==> src/hdl/clrf_pkg.sv <==
// Package for the clipped rectangle fill engine.
// It holds the screen geometry, command and state codes, and the box and write request types.
// No dependencies.
package clrf_pkg;

  localparam int SCREEN_WIDTH  = 128;
  localparam int SCREEN_HEIGHT = 160;
  localparam int STORE_DEPTH   = SCREEN_WIDTH * SCREEN_HEIGHT;
  localparam int ADDR_W        = $clog2(STORE_DEPTH);
  localparam int COORD_W       = 8;
  localparam int PIXEL_W       = 16;
  // Signed scratch width for edge coordinates such as pos_y + rect_height - 1.
  localparam int SPAN_W        = COORD_W + 2;

  typedef enum logic [1:0] {
    MODE_SCREEN  = 2'd0,
    MODE_RECT    = 2'd1,
    MODE_OUTLINE = 2'd2,
    MODE_READ    = 2'd3
  } mode_t;

  typedef enum logic [1:0] {
    EDGE_TOP    = 2'd0,
    EDGE_BOTTOM = 2'd1,
    EDGE_LEFT   = 2'd2,
    EDGE_RIGHT  = 2'd3
  } edge_t;

  typedef enum logic [4:0] {
    ST_IDLE   = 5'b00001,
    ST_EDGE   = 5'b00010,
    ST_WALK   = 5'b00100,
    ST_RD     = 5'b01000,
    ST_FINISH = 5'b10000
  } state_t;

  // A clipped box, ready for the pixel walker.
  typedef struct packed {
    logic [ADDR_W-1:0]  addr;
    logic [COORD_W-1:0] cols;
    logic [COORD_W-1:0] rows;
  } box_t;

  // One frame store write request from the walker.
  typedef struct packed {
    logic              we;
    logic [ADDR_W-1:0] addr;
  } wr_req_t;

  function automatic logic [ADDR_W-1:0] pix_addr(input logic [COORD_W-1:0] row,
                                                 input logic [COORD_W-1:0] col);
    pix_addr = ADDR_W'(int'(row) * SCREEN_WIDTH + int'(col));
  endfunction

endpackage

==> src/hdl/clrf_walker.sv <==
// Pixel walker: steps through a clipped box row by row, one frame store address a cycle.
// Depends on clrf_pkg.
module clrf_walker
  import clrf_pkg::*;
(
  input  logic    clk,
  input  logic    rst,
  input  logic    start,
  input  box_t    box,
  output wr_req_t wr,
  output logic    busy
);

  logic [COORD_W-1:0] cols;
  logic [COORD_W-1:0] col_left;
  logic [COORD_W-1:0] row_left;
  logic [ADDR_W-1:0]  addr;
  logic [ADDR_W-1:0]  row_addr;
  logic [ADDR_W-1:0]  row_addr_next;

  assign row_addr_next = row_addr + ADDR_W'(SCREEN_WIDTH);

  always_ff @(posedge clk) begin
    if (rst) begin
      busy <= 1'b0;
    end else if (start) begin
      busy <= 1'b1;
    end else if (busy && col_left == COORD_W'(1) && row_left == COORD_W'(1)) begin
      busy <= 1'b0;
    end
  end

  always_ff @(posedge clk) begin
    if (start) begin
      cols     <= box.cols;
      col_left <= box.cols;
      row_left <= box.rows;
      addr     <= box.addr;
      row_addr <= box.addr;
    end else if (busy) begin
      if (col_left == COORD_W'(1)) begin
        // End of a row: move down one line and restart at the left column.
        col_left <= cols;
        row_left <= row_left - COORD_W'(1);
        row_addr <= row_addr_next;
        addr     <= row_addr_next;
      end else begin
        col_left <= col_left - COORD_W'(1);
        addr     <= addr + ADDR_W'(1);
      end
    end
  end

  assign wr.we   = busy;
  assign wr.addr = addr;

  a_walk_counts: assert property (@(posedge clk) disable iff (rst)
    busy |-> (col_left != '0 && row_left != '0))
    else $error("walker running with an empty row or column count");

  a_walk_addr: assert property (@(posedge clk) disable iff (rst)
    busy |-> (int'(addr) < STORE_DEPTH))
    else $error("walker address beyond the frame store");

endmodule

==> config.mk <==
export PLATFORM = sky130hd
export DESIGN_NAME = clrf_walker
export DESIGN_NICKNAME = d
export VERILOG_FILES = /design/src/hdl/clrf_pkg.sv /design/src/hdl/clrf_walker.sv
export SDC_FILE = /design/constraint.sdc
export NUM_CORES = 1
export LEC_CHECK = 0
export BUFFER_PORTS_ARGS = -buffer_cell sky130_fd_sc_hd__buf_2
export CAP_MARGIN = 20
export CORE_ASPECT_RATIO = 0.7
export CORE_MARGIN = 2
export CORE_UTILIZATION = 34
export CTS_BUF_LIST = sky130_fd_sc_hd__clkbuf_4
export CTS_CLUSTER_DIAMETER = 200
export DETAILED_ROUTE_END_ITERATION = 6
export HOLD_SLACK_MARGIN = 0.15
export PLACE_DENSITY_LB_ADDON = 0.15
export SYNTH_ARGS = -nofsm -noshare
export SYNTH_HDL_FRONTEND = slang
export SYNTH_SLANG_ARGS = --single-unit
==> constraint.sdc <==
create_clock -name clk -period 2.7 [get_ports clk]
set_clock_uncertainty 0.2 [all_clocks]
set_input_delay 0.405 -clock clk [delete_from_list [all_inputs] [get_ports clk]]
set_output_delay 0.405 -clock clk [all_outputs]
set_load 0.02 [all_outputs]
==> impl_metrics.csv <==
group,metric,value,unit
die,dieHeight,83.0,um
cts,cts_buffers,5,
drt,vias,2342,
setup_path,arrival,2.38,ns
timing,fin_hold_ws,0.166,ns
setup_path,critical_path.max_fanout,9,
die,die_width,117,um
yosys,synth_nets,316,
pwr,p_per_area,493,nW/um2
setup_path,crit_type,"reg -> reg",
timing,relSlewSlack,63.3,%
timing,worst_pin_slew,0.547,ns
setup_path,cp-end-kind,"register",
global_route,grt_pass1_wl,11300,um
layout,synthToLayoutAreaGrowth,24.9,%
yosys,netlist_instances,276,
yosys,synth.area.top_cells,"edfxtp_1 53%, xnor2_1 4.0%, nand2_1 3.8%",
global_route,grt_pass1_vias,2321,
cts,cts_resized,0,
yosys,avgSynthCellArea,11.0,um2
die,row_count,28,
die,die-area,9710,um2
layout,drive_gt1_share,22.4,%
status,status,"finished clean",
yosys,synth_area,3030,um2
timing,setup_viol,0,
timing,final.setup.worst_slack,0.254,ns
yosys,ys_seq_area_share,54.1,%
cts,cts-root-buf,"clkbuf_4",
cts,path_clk_slew,0.16,ns
yosys,synth_ff_type,"edfxtp_1",
pwr,irDropWorstVdd,0.000264,V
layout,antenna_cells,0,
drt,routed_wl,6930,um
cts,post-cts-setup-buffer-count,0,
timing,maxSlewViolCount,0,
global_route,grt_use_total,14.8,%
setup_path,crit_path_start_kind,"register",
layout,n_fill_cell,860,
timing,layout_min_cycle_time,2.45,ns
drt,vias_per_cell,4.86,
yosys,yosys_warnings,0,
yosys,synth_cell_types,48,
yosys,synth_enable_flop_cells,54,
global_route,antenna_found_initial,0,
placement,gp_congestion,0.788,
global_route,grt_max_degree,27,
cts,htree_levels,2,
global_route,grt-ovfl-total,0,
timing,max_clock_freq,409,MHz
drt,drc,0,
cts,clock_latency,0.39,ns
yosys,synth_largest_area_cell,"edfxtp_1",
placement,port_buffers,50,
timing,finalCritPeriodShare,90.6,%
worst_hold_path,hp-class,"in -> reg",
pwr,power_leakage,1.43,nW
drt,drt-initial-drc-count,138,
cts,ctsLongestPathBuffers,2,
layout,nets,402,
drt,drtPass1Iterations,4,
setup_path,worstPathRequired,2.63,ns
timing,finalHoldViolCount,0,
yosys,synth_top_area_share,53.4,%
die,start_util,35.5,%
cts,cts.sinks,55,
cts,cts_tree,"built",
placement,place_hpwl,4890,um
placement,post-place-ws,0.263,ns
die,ioPinCount,51,
timing,rsz0062_at_grt,"false",
timing,tns,0,ns
drt,wl_per_cell,14.4,um
die,core_area,8550,um2
yosys,ys_async_sr_fraction,0,%
drt,postRouteAntennaNets,0,
yosys,synth_seq_cells,55,
job,max_cap_violations,0,
## cell families after synthesis
| logic type | Yosys count | share of synthesized area [%] |
|---|---|---|
| AOI/OAI and AO/OA | 60 | 12.5 |
| adders and majority gates | 6 | 2.47 |
| buffers and inverters | 21 | 3.50 |
| xor gates and xnor gates | 20 | 5.77 |
| and+or+nand+nor | 104 | 18.2 |
| DFF | 55 | 54.1 |
| muxes | 10 | 3.46 |
## stage by stage
step | power [mW] | cells | instance area, um2 | util (%)
after floorplan | 1.37 | 276 | 3030 | -
after global placement | 1.50 | 445 | 3440 | 40.3
after detailed placement | 1.51 | 445 | 3440 | 40.3
after CTS | 1.89 | 482 | 3790 | 44.4
after global routing | 1.98 | 482 | 3790 | 44.4
final | 1.87 | 482 | 3790 | 44.4
## report_power, final
part           leakage [nW]  internal [mW]  total, mW  switching (mW)
Sequential            0.542           1.04       1.12          0.0803
Combinational         0.861          0.184      0.395           0.211
Clock                0.0285         0.0932      0.352           0.259
## cells in the mapped netlist (all sizes together) (4+ instances only)
cell,count
edfxtp,54
nand2,32
o21ai,22
xnor2,14
a21oi,13
nor2,13
nor3,11
nor4,11
nand3,10
inv,8
and2,7
o31ai,7
buf,6
clkbuf,6
ha,6
mux2i,6
xor2,6
nand4,5
mux2,4
o21bai,4
## cell usage in the layout (no fill, tap or decap), types with 8 or more instances in the layout
master / synthesis / routed
buf_2: 1 / 50
inv_1: 8 / 8
xnor2_1: 14 / 14
buf_4: 3 / 11
a21oi_1: 13 / 13
o21ai_0: 22 / 22
nor4_1: 10 / 10
nand2_1: 31 / 31
nor2_1: 13 / 13
nand3_1: 9 / 9
dlygate4sd3_1: 0 / 30
nor3_1: 10 / 10
edfxtp_1: 54 / 54
## flip-flops by register name, indices dropped and copies added, names as in the netlist
register  flops
addr         15
busy          1
col_left      8
row_addr     15
cols          8
row_left      8
## metal layers
layer,vias to the layer above,track usage (%),part of all wire [%],wire length (um)
met2,45,20.8,40,2750
li1,1203,-,-,-
met3,4,3.58,4.9,337
met5,-,0,0,0
met4,0,3.53,0.59,41
met1,1090,22.9,55,3810
## layout make-up
class	count	area, um2	area share (%)
Clock inverter	2	8.76	0.231
Inverter	9	33.8	0.891
Tap cell	120	150	3.96
Clock buffer	5	37.5	0.990
Timing Repair Buffer	91	633	16.7
Multi-Input combinational cell	200	1290	33.9
Sequential cell	55	1640	43.3
## final timing paths
kind | slack [ns] | start | depth (start not counted) | endpoint
max | 0.25 | col_left[2]$_DFFE_PP_ | 5 | col_left[0]$_DFFE_PP_
min | 0.17 | box[28] | 3 | row_addr[12]$_DFFE_PP_
max reg2reg | 0.25 | col_left[2]$_DFFE_PP_ | 5 | col_left[0]$_DFFE_PP_
min reg2reg | 0.32 | busy$_SDFFE_PP0P_ | 2 | busy$_SDFFE_PP0P_
## worst max-delay path, stage by stage, from the launching register on
cell,delay (ns)
edfxtp_1,0.51
or4_4,0.59
nor3_4,0.42
buf_4,0.23
mux2i_1,0.18
a21oi_1,0.08
## repair_timing
item                                    4_1_cts  5_1_grt
endpoints found under the setup margin        0        0
hold buffers                                 30        0
endpoints found under the hold margin        44        0
No activity file was read; power rests on OpenSTA's default activity.
